## src/hw/rtl/sfpa_pkg.sv

```systemverilog
// sfpa_pkg: operation codes and the beat type passed along the divider cell chain
// of the signed fixed-point alu; no dependencies
package sfpa_pkg;

  typedef enum logic [3:0] {
    OP_ADD = 4'd0, OP_SUB = 4'd1, OP_MUL = 4'd2, OP_DIV = 4'd3,
    OP_GT = 4'd4, OP_LT = 4'd5, OP_GE = 4'd6, OP_LE = 4'd7,
    OP_EQ = 4'd8, OP_NE = 4'd9, OP_MIN = 4'd10, OP_MAX = 4'd11,
    OP_INC = 4'd12, OP_DEC = 4'd13, OP_FROM_INT = 4'd14, OP_TO_INT = 4'd15
  } op_t;

  localparam int unsigned NumW = 64;

  typedef struct packed {
    logic            valid;
    logic            is_div;
    logic            neg;
    logic            derr;
    logic            cmp;
    logic [31:0]     res;
    logic [NumW-1:0] quo;
    logic [31:0]     den;
  } beat_t;

endpackage

```

## src/hw/rtl/sfpa_cell.sv

```systemverilog
// sfpa_cell: STEPS restoring division steps per cell, registered beat to the next cell
// depends on sfpa_pkg
module sfpa_cell #(
  parameter int unsigned STEPS = 2
) (
  input  logic           clk,
  input  logic           rst,
  input  logic           en,
  input  sfpa_pkg::beat_t d,
  output sfpa_pkg::beat_t q
);

  sfpa_pkg::beat_t b_next;
  logic [32:0]     trial;
  logic [31:0]     r;

  always_comb begin
    b_next = d;
    r = 32'd0;
    trial = 33'd0;
    for (int i = 0; i < STEPS; i++) begin
      r     = b_next.res;
      trial = {r, b_next.quo[sfpa_pkg::NumW-1]} - {1'b0, b_next.den};
      if (!trial[32]) begin
        b_next.res = trial[31:0];
        b_next.quo = {b_next.quo[sfpa_pkg::NumW-2:0], 1'b1};
      end else begin
        b_next.res = {r[30:0], b_next.quo[sfpa_pkg::NumW-1]};
        b_next.quo = {b_next.quo[sfpa_pkg::NumW-2:0], 1'b0};
      end
    end
    if (!d.is_div) b_next = d;
  end

  always_ff @(posedge clk) begin
    if (rst) begin
      q.valid <= 1'b0;
    end else if (en) begin
      q <= b_next;
    end
  end

endmodule

```

## config.mk

```make
export PLATFORM = sky130hd
export DESIGN_NAME = sfpa_cell
export DESIGN_NICKNAME = d
export VERILOG_FILES = /design/src/hw/rtl/sfpa_pkg.sv /design/src/hw/rtl/sfpa_cell.sv
export SDC_FILE = /design/constraint.sdc
export NUM_CORES = 1
export LEC_CHECK = 0
export ABC_CLOCK_PERIOD_IN_PS = 7700
export BUFFER_PORTS_ARGS = -buffer_cell sky130_fd_sc_hd__buf_2
export CELL_PAD_IN_SITES_DETAIL_PLACEMENT = 0
export CELL_PAD_IN_SITES_GLOBAL_PLACEMENT = 1
export CORE_ASPECT_RATIO = 0.7
export CORE_MARGIN = 2
export CORE_UTILIZATION = 30
export CTS_BUF_LIST = sky130_fd_sc_hd__clkbuf_4
export DETAILED_ROUTE_END_ITERATION = 10
export GPL_ROUTABILITY_DRIVEN = 1
export PLACE_DENSITY_LB_ADDON = 0.3
export SYNTH_ARGS = -nofsm -noshare
export SYNTH_HDL_FRONTEND = slang
export SYNTH_SLANG_ARGS = --single-unit
```

## constraint.sdc

```tcl
create_clock -name clk -period 7.7 [get_ports clk]
set_input_delay 1.155 -clock clk [delete_from_list [all_inputs] [get_ports clk]]
set_output_delay 1.155 -clock clk [all_outputs]
set_load 0.01 [all_outputs]
```

==> summary by stage, run 1 <==
Clock tree
The number of clock sinks is 133. The number of gates resized after CTS was 0. The worst-skew pair later-pin latency is 0.60 ns. The total of hold buffers inserted after clock tree synthesis is 0. The clock slew at the register clock pins of the worst setup and hold paths is 0.14 ns. The maximum root-to-sink buffer count is 2. The TritonCTS clock tree is done. The buffer type at the clock tree root is sky130_fd_sc_hd__clkbuf_4.

In this run the number of H-tree levels came out at 4. The TritonCTS buffer count is 17. After clock tree synthesis, the setup repair step added 0 buffers.

Worst setup path
The type of the worst setup path is primary input to flip-flop. The nature of the critical path startpoint is a primary input. The maximum fanout count along the critical path is 26. The arrival time at the worst endpoint is 7.21 ns.

Data on the critical path is required at its endpoint by 8.03 ns. STA classifies the critical path endpoint as a flip-flop.

Cells and area
For this run, the post-layout net count is 1,339. The register with the most flip-flops in the layout has 133 of them. The largest register by flop count is q. The largest registers in the layout are q: 133 flops. Excluding fillers, the count of instances in the completed layout stands at 1,571. The count of filler cells inserted in the layout is 3,159. The layout cell share with drive strength beyond 1 is 35.83%. The area growth from synthesis to final layout is 22.59%.

Timing
The number of max-slew violations in the final report is 0. The final count of hold timing violations is 0. In the finished design, the share of the clock period the worst path needs comes to 89.31%. The setup TNS is 0 ns.

The worst slew slack as a fraction of its limit is 31.30%. Setup repair after global routing left no endpoint under its margin. The worst-margin pin slew is 1.018 ns. Across all hold checks on the routed design, the worst slack comes to 0.5207 ns. The count of final setup violators is 0. On the final layout, the worst clock skew is 0 ns. The time the final worst path needs with I/O delays and setup is 6.877 ns.

The top achievable clock speed is 0.1454 GHz.

Logic synthesis
In the post-synthesis netlist, the biggest area contributors are sky130_fd_sc_hd__edfxtp_1, sky130_fd_sc_hd__mux2_2, sky130_fd_sc_hd__ha_1, sky130_fd_sc_hd__a21oi_1, sky130_fd_sc_hd__xnor2_1. The sequential element share of the synthesized area is 42.31%. The count of different cell masters after synthesis is 70.

Of the post-synthesis cell area, the dominant cell type holds 42.10%. The mean instance size in the synthesized netlist is 10.76 sq um. The total nets after synthesis is 1,077. The register bit count reported by yosys is 133. sky130_fd_sc_hd__edfxtp_1 takes more of the synthesized area than any other cell.

The count of flip-flops with a built-in enable after synthesis is 132. The cell area after synthesis is 9415 sq um. Counting flops with an async set or reset pin after synthesis yields a share of 0%. The warning count from the yosys run is 0. The top flip-flop cell by instance count after synthesis is sky130_fd_sc_hd__edfxtp_1. Synthesis handed over a netlist of 875 instances.

Floorplan
The die height is 152.2 microns. The starting density of the core is 30.36%. In this run the standard cell core region covers 31,010 sq um.

The area enclosed by the die boundary is 32,840 sq um. From left edge to right edge, the die measures 215.7 microns. The cell row count is 54. The number of I/O pins is 269.

Route
For this block, the routed nets add up to 28,650 microns of wire. The number of remaining DRC errors is 0. The detail route stage leaves a number of antenna-violating nets equal to 0. The routed metal-1 wire length is 14,370 microns. After detailed routing, the number of vias per cell comes to 5.003. The top layer used by detailed routing is met5.

For this run, the detailed router's first-pass iteration total came to 5. After detailed routing, the met3 layer carries 1719 microns of wire. The number of design-rule violations left by the first detailed-router iteration is 647. Summing over every cut layer, the via total after detailed routing is 7,859.

Dividing the detail-routed wire length by the instance count gives 18.23 microns. Summed over all nets, wire length on met2 after detailed routing comes to 12,200 microns.

Place
The placed wire-length estimate after detailed placement is 22,680 microns. Including well taps, the total number of placed cells is 1,538. In this run the tool buffered the top-level ports with 268 buffer cells.

Routability-driven placement finished with a final weighted congestion of 0.8373.

Min path
The worst hold path belongs to the class flip-flop to flip-flop.

GRT
The overall overflow remaining after global route is 0. The total routing usage reported by global routing is 17.17%. The first-pass GRT wire length is 43,570 microns. The number of antenna violations at the first check in global routing is 2.

The pin count of the biggest net entering global routing is 73. The number of global-route vias before repair is 7,431.

Run
The max-capacitance violation count is 0.

Pwr
The design draws 2.446 mW. The power density normalized to cell area is 211.9 nW/um^2. The peak supply drop is 0.1065 mV. The standby leakage power is 4.981 nW.

Run status
The flow ran to the end, and the final reports show no timing, DRC or antenna violations.
-- stage by stage --
stage	worst slack (ns)	cell area (sq um)	util [%]
finish	0.8231	11540	37.22
global route	0.4838	11540	37.22
CTS	0.9403	11540	37.21
detailed placement	0.2432	11230	36.21
global placement	0.4690	11230	36.21
floorplan	0.04514	9415	-
-- Yosys cell counts (6+ instances only) --
master and n:
sky130_fd_sc_hd__edfxtp_1 132, sky130_fd_sc_hd__a21oi_1 91, sky130_fd_sc_hd__mux2_2 84, sky130_fd_sc_hd__ha_1 64, sky130_fd_sc_hd__nor2_1 55, sky130_fd_sc_hd__inv_1 53
sky130_fd_sc_hd__nand2_1 41, sky130_fd_sc_hd__xnor2_1 36, sky130_fd_sc_hd__a21o_1 32, sky130_fd_sc_hd__mux2i_1 31, sky130_fd_sc_hd__o21ai_0 24, sky130_fd_sc_hd__clkbuf_1 22
sky130_fd_sc_hd__nand3_1 20, sky130_fd_sc_hd__xor2_1 18, sky130_fd_sc_hd__o21bai_1 12, sky130_fd_sc_hd__nor2b_1 11, sky130_fd_sc_hd__o21a_1 11, sky130_fd_sc_hd__nor3_1 10
sky130_fd_sc_hd__o21ai_1 10, sky130_fd_sc_hd__a211oi_1 8, sky130_fd_sc_hd__nand4_1 8, sky130_fd_sc_hd__buf_2 7, sky130_fd_sc_hd__a31oi_1 6, sky130_fd_sc_hd__o31ai_1 6
-- worst paths after layout --
path	end	slack (ns)	depth (start not counted)	start
worst max-delay path	q[116]	0.82	24	d[95]
worst min-delay path	q[132]	0.52	2	q[132]
worst max register to register	q[132]	7.11	2	q[132]
worst min register to register	q[132]	0.52	2	q[132]
-- placed cells by master (no fill, tap or decap), types with 10 or more instances in the layout --
master / synthesis / routed
sky130_fd_sc_hd__a21o_1: 32 / 32
sky130_fd_sc_hd__a21oi_1: 91 / 91
sky130_fd_sc_hd__buf_2: 7 / 267
sky130_fd_sc_hd__buf_4: 0 / 11
sky130_fd_sc_hd__clkbuf_4: 0 / 17
sky130_fd_sc_hd__edfxtp_1: 132 / 132
sky130_fd_sc_hd__ha_1: 64 / 64
sky130_fd_sc_hd__inv_1: 53 / 53
sky130_fd_sc_hd__mux2_2: 84 / 84
sky130_fd_sc_hd__mux2i_1: 31 / 31
sky130_fd_sc_hd__nand2_1: 41 / 41
sky130_fd_sc_hd__nand3_1: 20 / 20
sky130_fd_sc_hd__nor2_1: 55 / 55
sky130_fd_sc_hd__nor2b_1: 11 / 10
sky130_fd_sc_hd__nor3_1: 10 / 10
sky130_fd_sc_hd__o21a_1: 11 / 11
sky130_fd_sc_hd__o21ai_0: 24 / 24
sky130_fd_sc_hd__o21ai_1: 10 / 10
sky130_fd_sc_hd__o21bai_1: 12 / 12
sky130_fd_sc_hd__xnor2_1: 36 / 36
sky130_fd_sc_hd__xor2_1: 18 / 18
-- power breakdown --
group | leakage, nW | internal (mW) | switching [mW]
registers | 1.25 | 0.878 | 0.0148
logic | 3.56 | 0.445 | 0.583
clock network | 0.166 | 0.183 | 0.343
-- layer usage --
layer / track usage [%] / up-vias
li1: - / 3836
met1: 25.21 / 3742
met2: 25.34 / 252
met3: 4.092 / 27
met4: 4.007 / 2
met5: 0 / -
-- layout make-up --
class | instances | area, sq um | share of cell area [%]
Sequential cell | 133 | 3984 | 34.51
Clock inverter | 15 | 183.9 | 1.593
Inverter | 53 | 198.9 | 1.724
Antenna cell | 1 | 2.502 | 0.02168
Tap cell | 420 | 525.5 | 4.553
Timing Repair Buffer | 279 | 1439 | 12.47
Multi-Input combinational cell | 653 | 5081 | 44.02
Clock buffer | 17 | 127.6 | 1.106
-- worst max-delay path: stages --
cell and delay [ns]:
sky130_fd_sc_hd__buf_2 0.11, sky130_fd_sc_hd__inv_1 0.06, sky130_fd_sc_hd__ha_1 0.16, sky130_fd_sc_hd__inv_1 0.05, sky130_fd_sc_hd__fa_1 0.42, sky130_fd_sc_hd__a211oi_1 0.29, sky130_fd_sc_hd__o21a_1 0.26, sky130_fd_sc_hd__a211o_1 0.21
sky130_fd_sc_hd__a31oi_4 0.13, sky130_fd_sc_hd__a41o_1 0.31, sky130_fd_sc_hd__nor2_4 0.46, sky130_fd_sc_hd__mux2_2 0.42, sky130_fd_sc_hd__ha_1 0.33, sky130_fd_sc_hd__nor2b_1 0.15, sky130_fd_sc_hd__o21ai_1 0.16, sky130_fd_sc_hd__o21ai_1 0.18
sky130_fd_sc_hd__a32o_1 0.36, sky130_fd_sc_hd__o31ai_1 0.66, sky130_fd_sc_hd__o31a_1 0.36, sky130_fd_sc_hd__o31ai_4 0.13, sky130_fd_sc_hd__xnor2_4 0.22, sky130_fd_sc_hd__buf_12 0.25, sky130_fd_sc_hd__mux2i_1 0.25, sky130_fd_sc_hd__a21oi_1 0.09
-- cell families (layout without fill, tap and decap cells) --
family | after synthesis | after routing | synth area share, %
xor gates and xnor gates | 55 | 55 | 5.316
adders and majority gates | 66 | 66 | 8.930
muxes | 117 | 117 | 13.70
and+or+nand+nor | 172 | 172 | 8.784
buffers and inverters | 89 | 364 | 3.801
other | 0 | 1 | 0
AOI/OAI and AO/OA | 243 | 243 | 17.16
DFF | 133 | 133 | 42.31
No activity file was read; power rests on OpenSTA's default activity.
==> run 2: changes to the inputs <==
--- a/config.mk
+++ b/config.mk
@@ -8,9 +8,8 @@
 export ABC_CLOCK_PERIOD_IN_PS = 7700
 export BUFFER_PORTS_ARGS = -buffer_cell sky130_fd_sc_hd__buf_2
 export CELL_PAD_IN_SITES_DETAIL_PLACEMENT = 0
-export CELL_PAD_IN_SITES_GLOBAL_PLACEMENT = 1
+export CELL_PAD_IN_SITES_GLOBAL_PLACEMENT = 2
 export CORE_ASPECT_RATIO = 0.7
-export CORE_MARGIN = 2
 export CORE_UTILIZATION = 30
 export CTS_BUF_LIST = sky130_fd_sc_hd__clkbuf_4
 export DETAILED_ROUTE_END_ITERATION = 10
==> run 2 against run 1 <==
Effect of this change: power is 0.19% higher; combinational power hardly changed; maximum frequency is 0.20% higher; design area is 0.17% lower; sequential share of layout area is 0.060 points higher; clock-buffer cell count is 1 higher; non-clock buffer count is 2 higher; register-to-register slack hardly changed; clock power is 2% lower; clock skew stayed put; sequential power hardly changed.
==> summary by stage, run 2 (synthesized netlist as in run 1, its figures left out) <==
Worst setup path
Among cell families on the critical path, the largest total delay comes from compound AO/OA/AOI/OAI gates. In this run the worst setup path begins at d[95]. The arrival time at the worst endpoint is 7.32 ns (+0.11 ns). STA classifies the critical path startpoint as a primary input. STA classifies the critical path endpoint as a flip-flop. The required time at the worst-slack endpoint is 8.16 ns (+0.13 ns). The terminus of the critical flop-to-flop path is q[132].

On the critical path, the stage with the largest delay is an instance of sky130_fd_sc_hd__o31ai_1. The largest incremental delay on the critical path is 0.46 ns (-0.20 ns). The sum of buffers and inverters on the critical path came to 4 (unchanged). The startpoint identified for the worst register-to-register timing path is q[132]. Walking the worst path, the cells encountered are buf_2 -> inv_1 -> ha_1 -> inv_1 -> fa_1 -> a211oi_1 -> o21a_1 -> a211o_1 -> a31oi_4 -> a41o_1 -> nor2_4 -> mux2_2 -> ha_1 -> nor2b_1 -> o21ai_1 -> o21ai_1 -> a32o_1 -> o31ai_1 -> o31a_1 -> o31ai_4 -> xnor2_4 -> buf_4 -> mux2_1 -> a21oi_1.

The maximum fanout count along the critical path came to 17 (-35%). The path depth of the worst reg2reg path is 2 (unchanged). The setup slack on the worst flop-to-flop path came to 7.12 ns (about the same). The type of the worst setup path is primary input to flip-flop.

Run status
The run finished with clean final reports.

Place
The placed wire-length estimate after detailed placement is 23,540 microns (+3.8%). The placer congestion estimate is 0.8184 (-2.3%). The total cell area at the placement stage is 11,230 sq um (about the same). The number of I/O port buffers came to 268 (unchanged).

Min path
The destination of the worst hold path is q[132]. The worst hold path begins at q[132]. The tightest min-delay check is of the flip-flop to flip-flop type.

The worst hold path cell count was 2 (unchanged).

Floorplan
The number of I/O pins came to 269 (unchanged). The starting density of the core is 30.93% (+0.57 points). The area enclosed by the die boundary came to 32,110 sq um (-2.2%). The die height came to 150.2 microns (-1.3%). The horizontal extent of the die is 213.7 microns (-0.93%). The cell row count was 53 (-1.9%).

The area of the core is 30,440 sq um (-1.9%).

Cells and area
The total non-filler cell area in the finished layout is 11,520 sq um (-0.17%). The library cell used most frequently in the layout, excluding fill and tap cells, is sky130_fd_sc_hd__buf_2. The layout cell share with drive strength beyond 1 was 35.85% (about the same). The number of flip-flops under the largest register name was 133 (unchanged). In the final layout, the registers with the most flip-flops are q: 133 flops. The utilization of the core after routing is 37.86% (+0.64 points). The largest register by flop count is q. The library cells used most frequently in the layout, excluding fill and tap cells, are sky130_fd_sc_hd__buf_2, sky130_fd_sc_hd__edfxtp_1, sky130_fd_sc_hd__a21oi_1, sky130_fd_sc_hd__mux2_2, sky130_fd_sc_hd__ha_1. From synthesis to final layout, the design area changed by 22.38%.

The layout net count was 1,341 (+0.15%).

Route
The first-pass iteration count of the detailed router is 5 (unchanged). The wire length on met2 was 12,240 microns (+0.34%). The number of remaining DRC errors is 0 (unchanged). The average wire length per cell after detail routing is 19.26 microns (+5.6%).

The via total after detailed routing is 7,794 (-0.83%). The post-detailed-route count of antenna-violating nets is 0 (unchanged). The average via count per standard cell is 4.980 (-0.45%). The routed metal-1 wire length was 15,430 microns (+7.4%). The number of design-rule violations left by the first detailed-router iteration was 693 (+7.1%). The met3 wire length is 2084 microns (+21%). The wire length reported by the detailed router was 30,140 microns (+5.2%). The highest layer touched by signal routing is met5.

Timing
The final count of hold timing violations is 0 (unchanged). The worst-case clock skew was 0 ns (unchanged). The top achievable clock speed is 0.1457 GHz (+0.20%). The time the final worst path needs with I/O delays and setup is 6.863 ns (-0.01399 ns). The count of final setup violators was 0 (unchanged). The share of the cycle needed by the critical path after routing is 89.13% (-0.18 points).

The worst-margin pin slew came to 0.7842 ns (-0.2334 ns). The worst slew slack as a fraction of its limit was 47.04% (+16 points). Setup repair after global routing left no endpoint under its margin. The number of max-slew violations in the final report was 0 (unchanged).

The setup TNS is 0 ns (unchanged).

Run
The max-capacitance violation count is 0 (unchanged).

Clock tree
The number of clock sinks was 133 (unchanged). The post-CTS resize count is 0 (unchanged). TritonCTS built the clock tree.

The clock slew at the register clock pins of the worst setup and hold paths came to 0.13 ns (about the same). The total of hold buffers inserted after clock tree synthesis is 0 (unchanged). The buffers inserted during post-CTS setup optimization is 0 (unchanged). The TritonCTS buffer count is 17 (unchanged). The number of H-tree branching levels was 4 (unchanged). The worst-skew pair later-pin latency is 0.59 ns (about the same). The buffer type at the clock tree root is sky130_fd_sc_hd__clkbuf_4. The maximum root-to-sink buffer count was 2 (unchanged).

GRT
The overall overflow remaining after global route is 0 (unchanged). The number of global-route vias before repair is 7,396 (-0.47%). The total routing usage reported by global routing is 18.74% (+1.6 points). The first-pass GRT wire length came to 44,540 microns (+2.2%). The pin count of the biggest net entering global routing is 133 (+82%). The number of antenna violations at the first check in global routing is 3 (+1).

Pwr
The standby leakage power came to 4.972 nW (-0.18%). The sum of internal, switching and leakage power is 2.451 mW (+0.19%). The peak supply drop is 0.09890 mV (-7.1%). The power density normalized to cell area is 212.7 nW/um^2 (+0.36%).
[run 2: cell count changes in the layout (fill, tap and decap cells not counted), sizes merged]
cell / before / now
clkbuf: 17 / 18
clkinv: 4 / 5
inv: 62 / 57
buf: 279 / 281
bufinv: 1 / 2
clkinvlp: 1 / 3
[run 2: metrics by stage]
| stage | instances | hold slack, ns | setup WS [ns] |
|---|---|---|---|
| after global routing | 1565 | 0.5615 | 0.4849 |
| after floorplan | 875 | 0.5279 | 0.04514 |
| after global placement | 1532 | 0.4782 | 0.3884 |
| final | 1565 | 0.5143 | 0.8371 |
| after CTS | 1564 | 0.5246 | 0.8979 |
| after detailed placement | 1532 | 0.4852 | 0.2236 |
[run 2: routing by layer]
| layer | GRT usage [%] | up-vias |
|---|---|---|
| met5 | 0 | - |
| met2 | 26.56 | 263 |
| met1 | 28.10 | 3679 |
| li1 | - | 3825 |
| met4 | 4.643 | 4 |
| met3 | 4.443 | 23 |
[run 2: power breakdown]
group / leakage, nW / switching (mW) / internal (mW)
sequential: 1.25 / 0.0173 / 0.878
combinational: 3.57 / 0.595 / 0.443
clock: 0.149 / 0.317 / 0.199
total: 4.97 / 0.930 / 1.52
[run 2: worst register-to-register path, cell delays in order (launching register included)]
cell	delay, ns
sky130_fd_sc_hd__dfxtp_1	0.33
sky130_fd_sc_hd__mux2i_1	0.11
sky130_fd_sc_hd__nor2_1	0.05
[run 2: cell type report]
type                            instances  area (sq um)
Sequential cell                       133          3984
Clock buffer                           18         135.1
Clock inverter                         14         151.4
Tap cell                              412         515.5
Fill cell                            3086         18920
Timing Repair Buffer                  281          1454
Antenna cell                            1         2.502
Multi-Input combinational cell        653          5081
Inverter                               53         198.9
[run 2: worst max-delay path by stage]
stage              to  cells after the start
2_1_floorplan    q[0]                      1
3_3_place_gp    q[97]                     25
3_5_place_dp   q[116]                     24
4_1_cts         q[97]                     24
5_1_grt        q[116]                     24
6_report        q[97]                     24
==> run 3: changes to the inputs <==
--- a/config.mk
+++ b/config.mk
@@ -10,7 +10,7 @@
 export CELL_PAD_IN_SITES_DETAIL_PLACEMENT = 0
 export CELL_PAD_IN_SITES_GLOBAL_PLACEMENT = 2
 export CORE_ASPECT_RATIO = 0.7
-export CORE_UTILIZATION = 30
+export CORE_UTILIZATION = 31
 export CTS_BUF_LIST = sky130_fd_sc_hd__clkbuf_4
 export DETAILED_ROUTE_END_ITERATION = 10
 export GPL_ROUTABILITY_DRIVEN = 1
==> run 3 against run 2 <==
Effect of this change: combinational power is essentially flat; global-route usage increased by 0.49 points; design area decreased by 0.17%; sequential share of layout area rose by 0.060 points; clock skew unchanged; worst hold slack improved by 0.012 ns; critical path type unchanged.
==> summary by stage, run 3 (synthesized netlist as in run 1, its figures left out) <==
Run status
The run finished with clean final reports.

Timing
The setup TNS is 0 ns (unchanged). The time the final worst path needs with I/O delays and setup is 6.816 ns (-0.04727 ns). The share of the cycle needed by the critical path after routing is 88.51% (-0.61 points). The number of max-slew violations in the final report is 0 (unchanged).

The top achievable clock speed is 0.1467 GHz (+0.69%). The worst-case clock skew came to 0 ns (unchanged). The least setup slack across all paths after layout is 0.8844 ns (+0.04727 ns). The worst slew slack as a fraction of its limit is 29.05% (-18 points).

The final-layout worst hold slack came to 0.5268 ns (+0.01243 ns). Setup repair after global routing left no endpoint under its margin. The final count of hold timing violations is 0 (unchanged). The count of final setup violators came to 0 (unchanged). The worst-margin pin slew was 1.051 ns (+0.2668 ns).

Cells and area
The layout net count is 1,341 (unchanged). Leaving out fill and tap cells, the most frequent cell in the layout is sky130_fd_sc_hd__buf_2. The number of flip-flops under the largest register name was 133 (unchanged). The largest registers in the layout are q: 133 flops. The largest register by flop count is q. The area growth from synthesis to final layout is 22.17%. The layout cell share with drive strength beyond 1 came to 35.76% (-0.087 points). The count of filler cells inserted in the layout is 3,000 (-2.8%). The library cells used most frequently in the layout, excluding fill and tap cells, are sky130_fd_sc_hd__buf_2, sky130_fd_sc_hd__edfxtp_1, sky130_fd_sc_hd__a21oi_1, sky130_fd_sc_hd__mux2_2, sky130_fd_sc_hd__ha_1.

The total non-filler cell area in the finished layout came to 11,500 sq um (-0.17%).

Run
The max-capacitance violation count is 0 (unchanged).

Min path
The worst hold path belongs to the class flip-flop to flip-flop.

Floorplan
The area enclosed by the die boundary is 31,080 sq um (-3.2%). The horizontal extent of the die came to 210.3 microns (-1.6%). The starting density of the core came to 32.02% (+1.1 points). The number of I/O pins is 269 (unchanged). The area of the core came to 29,410 sq um (-3.4%). The cell row count is 52 (-1.9%).

The die height came to 147.8 microns (-1.6%).

GRT
The total routing usage reported by global routing is 19.23% (+0.49 points). The number of antenna violations at the first check in global routing is 1 (-2). The number of global-route vias before repair was 7,421 (+0.34%). The pin count of the biggest net entering global routing is 83 (-38%). The first-pass GRT wire length is 44,860 microns (+0.71%). The overall overflow remaining after global route is 0 (unchanged).

Worst setup path
The required time at the worst-slack endpoint was 8.03 ns (-0.13 ns). The kind of cell with the highest combined delay along the critical path is compound AO/OA/AOI/OAI gates. The signal on the critical path passes through buf_2 -> inv_1 -> ha_1 -> inv_1 -> fa_1 -> a211oi_1 -> o21a_1 -> a211o_1 -> a31oi_4 -> a41o_1 -> nor2_4 -> buf_4 -> mux2_2 -> ha_1 -> and4_1 -> nand3_1 -> a211oi_1 -> a211oi_1 -> buf_4 -> o311ai_0 -> a221oi_1 -> xnor2_1 -> mux2i_1 -> a21oi_1. The maximum fanout count along the critical path was 15 (-2). The most used cell along the critical path is sky130_fd_sc_hd__a211oi_1. The worst setup path is of the primary input to flip-flop kind.

The largest incremental delay on the critical path was 0.86 ns (+0.40 ns). The critical-path cell with the highest stage delay is sky130_fd_sc_hd__o311ai_0. The worst setup path is captured at a flip-flop.

The sum of buffers and inverters on the critical path came to 5 (+1). The arrival time at the worst endpoint came to 7.15 ns (-0.17 ns). STA classifies the critical path startpoint as a primary input.

Route
The first-pass iteration count of the detailed router is 5 (unchanged). The wire length reported by the detailed router came to 29,920 microns (-0.74%). The average wire length per cell after detail routing is 19.19 microns (-0.36%). The number of design-rule violations left by the first detailed-router iteration is 471 (-32%).

The via total after detailed routing is 7,845 (+0.65%). The average via count per standard cell was 5.032 (+1.0%). The post-detailed-route count of antenna-violating nets was 0 (unchanged). The number of remaining DRC errors came to 0 (unchanged).

Clock tree
The root buffer cell chosen for the clock tree is sky130_fd_sc_hd__clkbuf_4. The worst-skew pair later-pin latency is 0.60 ns (about the same). The clock slew at the register clock pins of the worst setup and hold paths is 0.13 ns (about the same).

TritonCTS built the clock tree. The TritonCTS buffer count was 17 (unchanged). The number of H-tree branching levels is 4 (unchanged). The maximum root-to-sink buffer count was 2 (unchanged). The number of clock sinks was 133 (unchanged). The buffers inserted during post-CTS setup optimization is 0 (unchanged).

The post-CTS resize count is 0 (unchanged). The total of hold buffers inserted after clock tree synthesis was 0 (unchanged).

Pwr
The internal power summed over all cells is 1.523 mW (+0.17%). The standby leakage power came to 4.966 nW (-0.13%). The peak supply drop came to 0.09404 mV (-4.9%).

The part of the power in the clock network is 20.9% (-0.2 points). The switching power share of the total was 37.53% (-0.42 points). The combinational group share of total power is 42.4% (about the same). The power density normalized to cell area is 212.0 nW/um^2 (-0.33%). The part of the total power dissipated in sequential elements is 36.7% (+0.2 points).

The sum of internal, switching and leakage power is 2.438 mW (-0.50%). The switching power of the nets is 0.9151 mW (-1.6%).

Place
The worst setup slack after placement is 0.2980 ns (+0.07445 ns). The number of I/O port buffers is 268 (unchanged). The placer congestion estimate is 0.8550 (+4.5%). The placed wire-length estimate after detailed placement is 23,780 microns (+1.0%). The total cell area at the placement stage is 11,210 sq um (-0.19%).
[run 3: cell types whose count changed in the layout (fill, tap and decap cells not counted)]
cell                       delta
sky130_fd_sc_hd__buf_4        +1
sky130_fd_sc_hd__clkinv_1     +1
sky130_fd_sc_hd__clkinv_4     -1
sky130_fd_sc_hd__clkinv_2     -1
sky130_fd_sc_hd__buf_12       -1
sky130_fd_sc_hd__inv_6        +1
sky130_fd_sc_hd__diode_2      +1
[run 3: metal layers]
layer / up-vias / track usage, % / routed length [microns]
met3: 20 / 4.355 / 1762
met5: - / 0 / 0
met4: 0 / 4.343 / 298
li1: 3834 / - / -
met2: 264 / 28.11 / 12570
met1: 3727 / 28.50 / 15290
[run 3: worst register-to-register path: stages (launching register included)]
cell and delay (ns):
sky130_fd_sc_hd__dfxtp_1 0.34, sky130_fd_sc_hd__mux2i_1 0.12, sky130_fd_sc_hd__nor2_1 0.05
[run 3: stage by stage]
step                std cells  util (%)
global route             1559     39.11
finish                   1559     39.11
detailed placement       1525     38.13
global placement         1525     38.13
CTS                      1557     39.10
floorplan                 875         -
[run 3: area by class of cell]
class                   count  area (sq um)  area share (%)
clock inverters            14         150.1           1.305
diodes                      2         5.005         0.04351
inverters                  53         198.9           1.730
repair buffers            281          1441           12.53
clock buffers              18         135.1           1.175
multi-input cells         653          5081           44.17
flip-flops and latches    133          3984           34.63
well taps                 405         506.7           4.406
[run 3: worst paths after layout]
| path | from | endpoint | slack [ns] | depth (start not counted) |
|---|---|---|---|---|
| max | d[95] | q[125] | 0.88 | 24 |
| min | q[132] | q[132] | 0.53 | 2 |
| max reg2reg | q[132] | q[132] | 7.10 | 2 |
| min reg2reg | q[132] | q[132] | 0.53 | 2 |
[run 3: power by group through the flow]
| stage | registers (mW) | logic [mW] | clock network, mW |
|---|---|---|---|
| global route | 0.901 | 1.13 | 0.558 |
| global placement | 0.912 | 1.04 | 0 |
| finish | 0.894 | 1.03 | 0.510 |
| floorplan | 0.950 | 0.686 | 0 |
| CTS | 0.896 | 1.03 | 0.535 |
| detailed placement | 0.912 | 1.03 | 0 |
